### src/sv/fxa_pkg.sv
// Package: operation codes, payload structs and cell control types for the Q24.8 ALU.
`default_nettype none
package fxa_pkg;
	localparam int IO_BITS = 32;

	typedef enum logic [3:0] {
		FN_ADD = 4'd0, FN_SUB = 4'd1, FN_MUL = 4'd2, FN_DIV = 4'd3,
		FN_GT = 4'd4, FN_LT = 4'd5, FN_GE = 4'd6, FN_LE = 4'd7,
		FN_EQ = 4'd8, FN_NE = 4'd9, FN_MIN = 4'd10, FN_MAX = 4'd11,
		FN_INC = 4'd12, FN_DEC = 4'd13, FN_FROM_INT = 4'd14, FN_TO_INT = 4'd15
	} func_t;

	typedef enum logic [1:0] {
		ERR_OK = 2'd0, ERR_OVF = 2'd1, ERR_DIV0 = 2'd2
	} err_t;

	typedef struct packed {
		logic [3:0]         func;
		logic signed [31:0] operand_a;
		logic signed [31:0] operand_b;
	} in_word_t;

	typedef struct packed {
		logic signed [31:0] result_value;
		logic               compare_true;
		logic [1:0]         error_code;
	} out_word_t;

	// side info carried alongside the divider row
	typedef struct packed {
		logic       vld;
		logic       neg;
		logic       is_div;
		logic       div0;
		logic       done;
		logic [1:0] err;
		logic       cmp;
	} ctl_t;
endpackage
`default_nettype wire

### src/sv/fxa_front.sv
// Front stage: all non-divide operations and divider operand setup.
`default_nettype none
module fxa_front #(
	parameter int FRAC_BITS = 8,
	parameter int WORD_BITS = 32
) (
	input  wire fxa_pkg::in_word_t       in_w,
	output fxa_pkg::ctl_t                ctl,
	output logic [WORD_BITS+FRAC_BITS-1:0] num,
	output logic [WORD_BITS-1:0]         den,
	output logic [WORD_BITS-1:0]         res
);
	import fxa_pkg::*;
	localparam int W = WORD_BITS;
	localparam int F = FRAC_BITS;
	localparam int PW = 2 * W;

	logic signed [W-1:0] a, b;
	logic [W-1:0] ma, mb, s, maxp, minn, dsum, ddif;
	logic na, nb, gt, lt, eq;
	logic [PW-1:0] prod, prnd;
	logic [PW-F-1:0] pq;
	logic signed [W-1:0] hi_lim, lo_lim;

	always_comb begin
		a = W'($signed(in_w.operand_a));
		b = W'($signed(in_w.operand_b));
		na = a[W-1];
		nb = b[W-1];
		ma = na ? W'(-a) : W'(a);
		mb = nb ? W'(-b) : W'(b);
		maxp = {1'b0, {(W-1){1'b1}}};
		minn = {1'b1, {(W-1){1'b0}}};
		gt = a > b;
		lt = a < b;
		eq = a == b;
		dsum = W'(a + b);
		ddif = W'(a - b);
		prod = PW'(ma) * PW'(mb);
		prnd = prod + PW'(1 << (F - 1));
		pq = prnd[PW-1:F];
		hi_lim = W'(maxp >> F);
		lo_lim = W'(-$signed({1'b0, minn >> F}));

		ctl = '0;
		ctl.vld = 1'b1;
		ctl.done = 1'b1;
		ctl.neg = na ^ nb;
		num = {ma, {F{1'b0}}};
		den = mb;
		s = '0;
		case (func_t'(in_w.func))
			FN_ADD: begin
				s = dsum;
				if (na == nb && s[W-1] != na) begin
					ctl.err = ERR_OVF;
					s = na ? minn : maxp;
				end
			end
			FN_SUB: begin
				s = ddif;
				if (na != nb && s[W-1] != na) begin
					ctl.err = ERR_OVF;
					s = na ? minn : maxp;
				end
			end
			FN_MUL: begin
				if (pq > PW'(ctl.neg ? minn : maxp)) begin
					ctl.err = ERR_OVF;
					s = ctl.neg ? minn : maxp;
				end else begin
					s = ctl.neg ? W'(-pq) : W'(pq);
				end
			end
			FN_DIV: begin
				ctl.done = 1'b0;
				ctl.is_div = 1'b1;
				ctl.div0 = (mb == '0);
			end
			FN_GT: ctl.cmp = gt;
			FN_LT: ctl.cmp = lt;
			FN_GE: ctl.cmp = !lt;
			FN_LE: ctl.cmp = !gt;
			FN_EQ: ctl.cmp = eq;
			FN_NE: ctl.cmp = !eq;
			FN_MIN: s = gt ? b : a;
			FN_MAX: s = lt ? b : a;
			FN_INC: begin
				if (a == maxp) begin
					ctl.err = ERR_OVF;
					s = maxp;
				end else s = W'(a + 1);
			end
			FN_DEC: begin
				if (a == minn) begin
					ctl.err = ERR_OVF;
					s = minn;
				end else s = W'(a - 1);
			end
			FN_FROM_INT: begin
				if (a > hi_lim) begin
					ctl.err = ERR_OVF;
					s = maxp;
				end else if (a < lo_lim) begin
					ctl.err = ERR_OVF;
					s = minn;
				end else s = W'(a <<< F);
			end
			default: begin
				s = na ? W'(-(ma >> F)) : (ma >> F);
			end
		endcase
		res = s;
	end
endmodule
`default_nettype wire

### config.mk
export PLATFORM = sky130hd
export DESIGN_NAME = fxa_front
export DESIGN_NICKNAME = d
export VERILOG_FILES = /design/src/sv/fxa_pkg.sv /design/src/sv/fxa_front.sv
export SDC_FILE = /design/constraint.sdc
export NUM_CORES = 2
export LEC_CHECK = 0
export BUFFER_PORTS_ARGS = -buffer_cell sky130_fd_sc_hd__buf_4
export CAP_MARGIN = 20
export CELL_PAD_IN_SITES_DETAIL_PLACEMENT = 0
export CELL_PAD_IN_SITES_GLOBAL_PLACEMENT = 1
export CORE_ASPECT_RATIO = 1.75
export CORE_UTILIZATION = 54
export DETAILED_ROUTE_END_ITERATION = 8
export PLACE_DENSITY = 0.95
export RECOVER_POWER = 25
export SYNTH_ARGS = -nofsm -noshare
export SYNTH_HDL_FRONTEND = slang
export SYNTH_SLANG_ARGS = --single-unit
### constraint.sdc
create_clock -name vclk -period 18.7
set_input_delay 0 -clock vclk [all_inputs]
set_output_delay 0 -clock vclk [all_outputs]
set_load 0.05 [all_outputs]
==> out/qor.txt <==
status: finished with violations
failing checks: capacitance limit, slew limit
DIE AREA: 83600 µm²
Max Clock Freq: 0.0589 GHz
Seq cells: 0
vias: 44689
layout cells sized above 1: 7.00%
number of max-cap violations: 10
Worst Tran Pin Value: 2.30 ns
post-layout min period: 16.99 ns
Final #Nets: 7129
final core occ: 57.7%
commonest non-fill, non-tap cell in the layout: inv_1
register area share after synthesis: 0%
largest fanout on the critical path: 27
CP required: 18.70 ns
crit end category: output port
number of vias per cell: 6.53
RePlAce Congestion: 1.10
crit path from: in_w[32]
Hold Vio Cnt, Final: 0
cts hold-fix bufs: 0
Clock Buffer Count: 0
Top Ports: 180
Final Cycle Share: 90.8%
synthesized area per cell: 7.68 µm²
global route overflow: 0
final setup vio count: 0
starting density of the core: 54.3%
ANT nets after route: 0
RSZ-0062 raised after global routing: no
setup TNS: 0 ns
Synth Instances: 5794
Port Buffers: 170
CTS resizes: 0
Slew headroom: -53.6%
Die H: 382 µm
initial antenna violation count: 11
area occupied by registers: 0 µm²
CP delay by family, top: buffers and inverters
first-pass GRT wire length: 312000 µm
core area: 81900 µm²
area grow syn2layout: 6.19%
multi-input logic area: 39400 µm²
WHS Path Cells: 2
post-synth cell types: 79
critical path's largest stage delay: 1.65 ns
hold wc startpoint: in_w[0]
slowest CP cell: clkbuf_1
Rows: 139
most frequent cells in the layout: inv_1 (1065), fa_1 (900), nor2_1 (767)
vias in the first global route: 46456
startpoint type of the worst setup path: input port
initial detailed-routing violation count: 4974
Synth Warn #: 0
DRC Markers: 0
Crit path top cell by count: fa_1
DR pass1 iterations: 6
largest net degree at the start of global routing: 58
CP Class: input port to output port
class of the worst hold path: input port to output port
Wirelength per Cell: 31.6 µm
Mapped Area: 44500 µm²
Post-CTS Setup Bufs: 0
Die W: 219 µm
final slew viol count: 249
WP buf/inv: 11
HPWL after DPL: 169000 µm
final-layout fill cell count: 7803
Critical Path AT: 16.99 ns
Hold Crit Endpoint: den[0]
DRT Wirelength: 216000 µm
gr usage total: 52.6%
==> how the worst max path moves through the flow <==
stage	end	slack, ns	depth (start not counted)
3_3_place_gp	res[9]	4.05	47
2_1_floorplan	res[2]	4.54	47
6_report	res[9]	1.71	44
5_1_grt	res[9]	1.60	44
3_5_place_dp	res[9]	3.87	46
4_1_cts	res[9]	3.81	46
==> routing by layer <==
layer  up-vias  routed length, µm  GRT usage, %
met5         -                109          1.13
met4        11              31700          59.1
met3      1400              24400          18.5
met2      3276              98000          83.1
met1     21812              62000          49.6
li1      18190                  -             -
==> cells by family after synthesis <==
family                     count (synthesis)  synth area share (%)
muxes                                     52                  1.21
xor gates and xnor gates                 203                  3.99
other                                      2                0.0169
AOI/OAI and AO/OA                        852                  12.2
and+or+nand+nor                         1964                  19.1
buffers and inverters                   1436                  12.2
adders and majority gates               1285                  51.3
==> Yosys cell counts (all sizes together) (7+ instances only) <==
library cell  count  share of area, %
inv            1068               9.0
fa              900                40
nor2            768               6.5
nand2           712               6.0
ha              385                11
clkbuf          318               2.7
a21oi           276               3.1
o21ai           182               2.0
xnor2           138               2.7
nor3             97               1.1
nand3            72              0.81
nand4            66              0.93
xor2             65               1.3
a21o             54              0.91
nor4             44              0.63
buf              42              0.47
mux2i            37              0.83
nand2b           37              0.52
o211ai           35              0.59
or3              34              0.48
a211oi           33              0.56
and2             29              0.41
o221ai           28              0.55
o31ai            28              0.47
a31oi            26              0.37
o21a             26              0.44
and3             23              0.32
or4              23              0.40
o21bai           20              0.34
nor2b            19              0.27
o22ai            17              0.24
or2              16              0.22
mux2             15              0.38
a2111oi          14              0.29
o41ai            13              0.26
o2111ai          11              0.22
a221oi            8              0.16
a22oi             8              0.13
and4              8              0.16
clkinv            8             0.067
a211o             7              0.14
a221o             7              0.16
==> stage by stage <==
stage | instance area [µm²] | worst slack [ns] | instances | hold WS [ns]
final | 47300 | 1.71 | 6839 | 0.475
after global routing | 47300 | 1.60 | 6832 | 0.474
after CTS | 47300 | 3.81 | 6826 | 0.366
after detailed placement | 47300 | 3.87 | 6826 | 0.367
after global placement | 47200 | 4.05 | 6824 | 0.366
after floorplan | 44600 | 4.54 | 5802 | 0.167
==> layout make-up <==
class | count | share of cell area [%]
Inverter | 1076 | 8.54
Tap cell | 1057 | 2.80
Multi-Input combinational cell | 4366 | 83.4
Antenna cell | 8 | 0.0423
Timing Repair Buffer | 332 | 5.19
