## src/sv/fxa_pkg.sv

```systemverilog
// Package: operation codes, payload structs and cell control types for the Q24.8 ALU.
`default_nettype none
package fxa_pkg;
	localparam int IO_BITS = 32;

	typedef enum logic [3:0] {
		FN_ADD = 4'd0, FN_SUB = 4'd1, FN_MUL = 4'd2, FN_DIV = 4'd3,
		FN_GT = 4'd4, FN_LT = 4'd5, FN_GE = 4'd6, FN_LE = 4'd7,
		FN_EQ = 4'd8, FN_NE = 4'd9, FN_MIN = 4'd10, FN_MAX = 4'd11,
		FN_INC = 4'd12, FN_DEC = 4'd13, FN_FROM_INT = 4'd14, FN_TO_INT = 4'd15
	} func_t;

	typedef enum logic [1:0] {
		ERR_OK = 2'd0, ERR_OVF = 2'd1, ERR_DIV0 = 2'd2
	} err_t;

	typedef struct packed {
		logic [3:0]         func;
		logic signed [31:0] operand_a;
		logic signed [31:0] operand_b;
	} in_word_t;

	typedef struct packed {
		logic signed [31:0] result_value;
		logic               compare_true;
		logic [1:0]         error_code;
	} out_word_t;

	// side info carried alongside the divider row
	typedef struct packed {
		logic       vld;
		logic       neg;
		logic       is_div;
		logic       div0;
		logic       done;
		logic [1:0] err;
		logic       cmp;
	} ctl_t;
endpackage
`default_nettype wire

```

## src/sv/fxa_cell.sv

```systemverilog
// Restoring divider cell: one quotient bit per stage, with passed-through result.
`default_nettype none
module fxa_cell #(
	parameter int NW = 40,
	parameter int DW = 32,
	parameter int RW = 32
) (
	input  wire logic            clk,
	input  wire logic            arst_n,
	input  wire logic            en,
	input  wire fxa_pkg::ctl_t   ctl_i,
	input  wire logic [NW-1:0]   num_i,
	input  wire logic [DW-1:0]   den_i,
	input  wire logic [DW:0]     rem_i,
	input  wire logic [NW-1:0]   quo_i,
	input  wire logic [RW-1:0]   res_i,
	output fxa_pkg::ctl_t        ctl_o,
	output logic [NW-1:0]        num_o,
	output logic [DW-1:0]        den_o,
	output logic [DW:0]          rem_o,
	output logic [NW-1:0]        quo_o,
	output logic [RW-1:0]        res_o
);
	import fxa_pkg::*;

	logic [DW+1:0] sh;
	logic [DW+1:0] df;
	logic          ge;

	// shift in the next numerator bit, trial subtract
	always_comb begin
		sh = {rem_i, num_i[NW-1]};
		df = sh - {2'b00, den_i};
		ge = !df[DW+1];
	end

	always_ff @(posedge clk or negedge arst_n) begin
		if (!arst_n) begin
			ctl_o <= '0;
		end else if (en) begin
			ctl_o <= ctl_i;
		end
	end

	always_ff @(posedge clk) begin
		if (en) begin
			num_o <= {num_i[NW-2:0], 1'b0};
			den_o <= den_i;
			rem_o <= ge ? df[DW:0] : sh[DW:0];
			quo_o <= {quo_i[NW-2:0], ge};
			res_o <= res_i;
		end
	end
endmodule
`default_nettype wire

```

## config.mk

```make
export PLATFORM = sky130hd
export DESIGN_NAME = fxa_cell
export DESIGN_NICKNAME = d
export VERILOG_FILES = /design/src/sv/fxa_pkg.sv /design/src/sv/fxa_cell.sv
export SDC_FILE = /design/constraint.sdc
export NUM_CORES = 1
export LEC_CHECK = 0
export CAP_MARGIN = 0
export CORE_AREA = 2 2 145 147
export DETAILED_ROUTE_END_ITERATION = 10
export DIE_AREA = 0 0 147 149
export DONT_BUFFER_PORTS = 1
export HOLD_SLACK_MARGIN = 0.06
export PLACE_DENSITY_LB_ADDON = 0.25
export SLEW_MARGIN = 20
export SYNTH_ARGS = -nofsm -noshare
export SYNTH_HDL_FRONTEND = slang
export SYNTH_SLANG_ARGS = --single-unit
```

## constraint.sdc

```tcl
create_clock -name clk -period 0.99 [get_ports clk]
set_input_delay 0.0495 -clock clk [delete_from_list [all_inputs] [get_ports clk]]
set_output_delay 0.0495 -clock clk [all_outputs]
set_load 0.02 [all_outputs]
```

==> results of run 1 <==
==> cells by family after synthesis <==
kind of cell               after synthesis  share of synthesized area, %
AOI/OAI and AO/OA                       96                          8.74
xor gates and xnor gates                26                          2.85
adders and majority gates               33                          5.26
buffers and inverters                   48                          3.21
DFF                                    184                          68.7
muxes                                   39                          6.56
other                                    1                        0.0469
and+or+nand+nor                         71                          4.67
==> stage by stage <==
step / util, % / hold WS [ps]
2_1_floorplan: - / -246
3_3_place_gp: 44.8 / -245
3_5_place_dp: 44.8 / -245
==> synthesized netlist by cell type (3+ instances only) <==
| cell | count | area (um2) |
|---|---|---|
| o21ai_0 | 7 | 35.0 |
| nand2b_1 | 4 | 25.0 |
| nor2_1 | 19 | 71.3 |
| nand3_1 | 6 | 30.0 |
| mux2_2 | 11 | 124 |
| a211oi_1 | 3 | 22.5 |
| xnor2_1 | 19 | 166 |
| mux2i_1 | 4 | 40.0 |
| nand2_1 | 13 | 48.8 |
| a31oi_1 | 6 | 37.5 |
| o21a_1 | 7 | 52.6 |
| a21o_1 | 15 | 113 |
| inv_1 | 39 | 146 |
| and3_2 | 3 | 22.5 |
| ha_1 | 32 | 400 |
| o21ai_1 | 3 | 15.0 |
| edfxtp_1 | 176 | 5290 |
| a21oi_1 | 26 | 130 |
| mux2_4 | 24 | 360 |
| xor2_1 | 7 | 61.3 |
| nor3_1 | 5 | 25.0 |
| dfrtp_1 | 8 | 200 |
==> results.yml, run 1 <==
outcome:
  outcome: "aborted with a tool error"
  stop_stage: "4_1_cts"
  error: "[ERROR RSZ-0060] Max buffer count reached."
clock_network:
  cts_setup_buffers: 7
  cts.repair.resized: 39
  cts.htree.levels: 4
  cts-root-buf: "clkbuf_16"
  cts_sinks: 184
  clk_path_buf_depth: 2
  numCtsBuffers: 17
  cts_hold_buf: 182
placed_design:
  gp_congestion: 0.849
  io_buffers: 0
  placed_area_um2: 9220
  place_hpwl_um: 15900
  post-place-ws_ps: -1580
  dpl.cell_count: 868
synth:
  syn-instance-count: 498
  ys_ff_latch: 184
  synthFlopType: "edfxtp_1"
  ys_seq_area_share_pct: 68.7
  netlist_area_um2: 7990
  synthArstFlopShare_pct: 4.35
  synth-warning-count: 0
  synth-edff-count: 176
  ys_types: 67
  synth_fp_nets: 719
  synth.avg_cell_area_um2: 16.0
floorplan:
  core.rowCount: 53
  start_util_pct: 38.9
  fp.dieW_um: 147
  io_pins: 373
  die_h_um: 149
==> run 2: changes to the inputs <==
Settings changed: CORE_AREA 2 2 145 147 to 2 2 182 184, DIE_AREA 0 0 147 149 to 0 0 184 186, HOLD_SLACK_MARGIN 0.06 to unset, PLACE_DENSITY_LB_ADDON 0.25 to 0.15.
==> run 2 against run 1 <==
  * The flow now finishes, with violations (hold timing, setup timing)
  * Synthesized area is the same
  * Synthesized cell count is the same
==> results.yml, run 2 <==
outcome:
  outcome: "complete, but fails checks"
  violations: "hold timing, setup timing"
finish:
  drive_above_1_share_pct: 32.4
  seq_area_um2: 5490
  fin_nets: 1042
  layout.cells.most_common: "dlygate4sd3_1"
  nFillCells: 3017
  postLayoutCoreUtil_pct: 38.4
  final_cell_mix: "185 x dlygate4sd3_1, 176 x edfxtp_1, 107 x buf_4"
  layout.cells.non_filler: 1244
  largest_reg_flops: 40
  regMostFlops: "quo_o"
  largestRegisters: "quo_o x40, num_o x39, rem_o x33"
  area_growth_pct: 55.0
  multi_input_area_um2: 2660
sta:
  rsz0062_at_grt: "true"
  finalCritPeriodShare_pct: 205
  fmax_ghz: 0.492
  finalWorstSetupSlack_ps: -1040
  finalHoldViolCount: 58
  setup_viol: 53
  relSlewSlack_pct: 61.0
  hold_ws_ps: -271
  tns_ps: -34060
  min_period_ps: 2030
  tightest_slew_ps: 585
  slew_viol_final: 0
  skew_ps: 0
clock_network:
  cts_sinks: 184
  clk_path_buf_depth: 2
  cts_tree: "done"
  cts.htree.levels: 4
  clock_latency_ps: 430
  clk_pin_slew_ps: 90
  cts-root-buf: "clkbuf_16"
  numCtsBuffers: 17
worst_setup_path:
  cp.required_ps: 1170
  critical_path_class: "input pin to flop"
  cp.arrival_ps: 2210
  start_kind: "input pin"
  crit_start: "den_i[1]"
  reg2reg_from: "ctl_o[1]"
  crit_fanout: 6
  endpoint_kind: "flop"
placed_design:
  place_hpwl_um: 16500
  gp_congestion: 0.753
  dpl.cell_count: 1007
  io_buffers: 0
  post-place-ws_ps: -1600
synth:
  synth-edff-count: 176
  synth-warning-count: 0
  synth_commonest_cells: "176 x edfxtp_1, 39 x inv_1, 32 x ha_1"
  synth.most_common_cell: "edfxtp_1"
  syn-instance-count: 498
  synth.avg_cell_area_um2: 16.0
  netlist_area_um2: 7990
  synth_fp_nets: 719
  synthFlopType: "edfxtp_1"
  synthArstFlopShare_pct: 4.35
  ys_types: 67
  ys_seq_area_share_pct: 68.7
  ys_top_cells_by_area: "edfxtp_1 66%, ha_1 5.0%, mux2_4 4.5%"
  synth_largest_area_cell: "edfxtp_1"
  synth_top_area_share_pct: 66.2
  ys_ff_latch: 184
global_routing:
  grt_max_degree: 185
  gr-total-overflow: 0
  grt_pass1_wl_um: 33700
  gr-usage-all-layers_pct: 13.3
  antenna_found_initial: 3
  grt_pass1_vias: 5708
pwr:
  p_total_uw: 21200
  vdd.ir_drop.worst_mv: 1.12
  leakage_uw: 0.00485
  powerDensity_nw_per_um2: 1710
detailed_routing:
  wl_per_cell_um: 19.3
  ant_nets: 0
  drtIter0Drc: 187
  viasPerCell: 4.30
  drc: 0
  finalWirelength_um: 24000
  vias: 5350
  first_pass_iters: 4
floorplan:
  core_um2: 32200
  die_h_um: 186
  die-area_um2: 34200
  start_util_pct: 24.8
  core.rowCount: 66
  fp.dieW_um: 184
  io_pins: 373
job:
  drv_cap: 0
worst_hold_path:
  min_from: "en"
  hold_path.class: "input pin to flop"
[run 2: cell counts after synthesis]
Identical to the previous run, type by type.
[run 2: path summary, 6_finish.rpt]
path                             end  slack [ps]  cells after the start
max in group asynchronous   ctl_o[1]         210                      2
setup / recovery            rem_o[2]       -1040                     13
min in group asynchronous   ctl_o[6]         510                      2
hold / removal             den_o[17]        -270                      0
hold reg to reg             ctl_o[4]         540                      1
setup reg to reg            ctl_o[1]          90                      2
[run 2: critical path: stages]
cell and delay (ps):
inv_8 20, ha_4 230, nor2b_4 130, o2111ai_2 150, a21oi_2 260, o2111ai_4 190
nand4_4 120, nand2_4 70, o31ai_4 190, and2_4 210, buf_12 140, buf_12 130
mux2_4 290
[run 2: cell families after synthesis]
kind of cell | after synthesis | share of synthesized area [%]
compound gates | 96 | 8.74
xor+xnor | 26 | 2.85
fa+ha+maj | 33 | 5.26
buf+inv | 48 | 3.21
flops | 184 | 68.7
mux | 39 | 6.56
other cells | 1 | 0.0469
simple gates | 71 | 4.67
[run 2: layout make-up]
class                      instances  share of cell area, %
antenna                            2                 0.0404
clock buffer                      17                   3.44
clock inverter                    15                   1.36
inverter                          39                   1.40
multi-input combinational        266                   21.5
sequential                       184                   44.3
tap                              408                   4.12
timing repair buffer             313                   23.8
[run 2: timing repair]
item,4_1_cts,5_1_grt
hold buffers,184,1
setup buffers,15,7
pin swaps,17,15
gates resized for setup,55,14
endpoints found under the hold margin,367,185
setup endpoints to repair,142,216
gates cloned,0,1
[run 2: power breakdown]
group          leakage (uW)  total [uW]  switching (uW)  internal (uW)
Sequential          0.00182       10700            1230           9440
Clock              0.000289        6880            3460           3420
Combinational       0.00275        3600            1390           2210
Total               0.00485       21200            6080          15100
[run 2: metrics by stage]
stage                     hold slack (ps)  cell area (um2)
after detailed placement             -246             9430
after CTS                            -312            12200
after floorplan                      -246             8200
final                                -271            12400
after global routing                 -295            12400
after global placement               -246             9430
[run 2: metal layers]
| layer | global-route usage, % | share of wire, % | vias up | wire (um) |
|---|---|---|---|---|
| li1 | - | - | 2535 | - |
| met1 | 14.3 | 39 | 2577 | 9370 |
| met2 | 24.1 | 52 | 227 | 12400 |
| met3 | 5.50 | 8.5 | 11 | 2050 |
| met4 | 3.23 | 0.73 | 0 | 176 |
| met5 | 0 | 0 | - | 0 |
(Power assumes the default switching activity.)
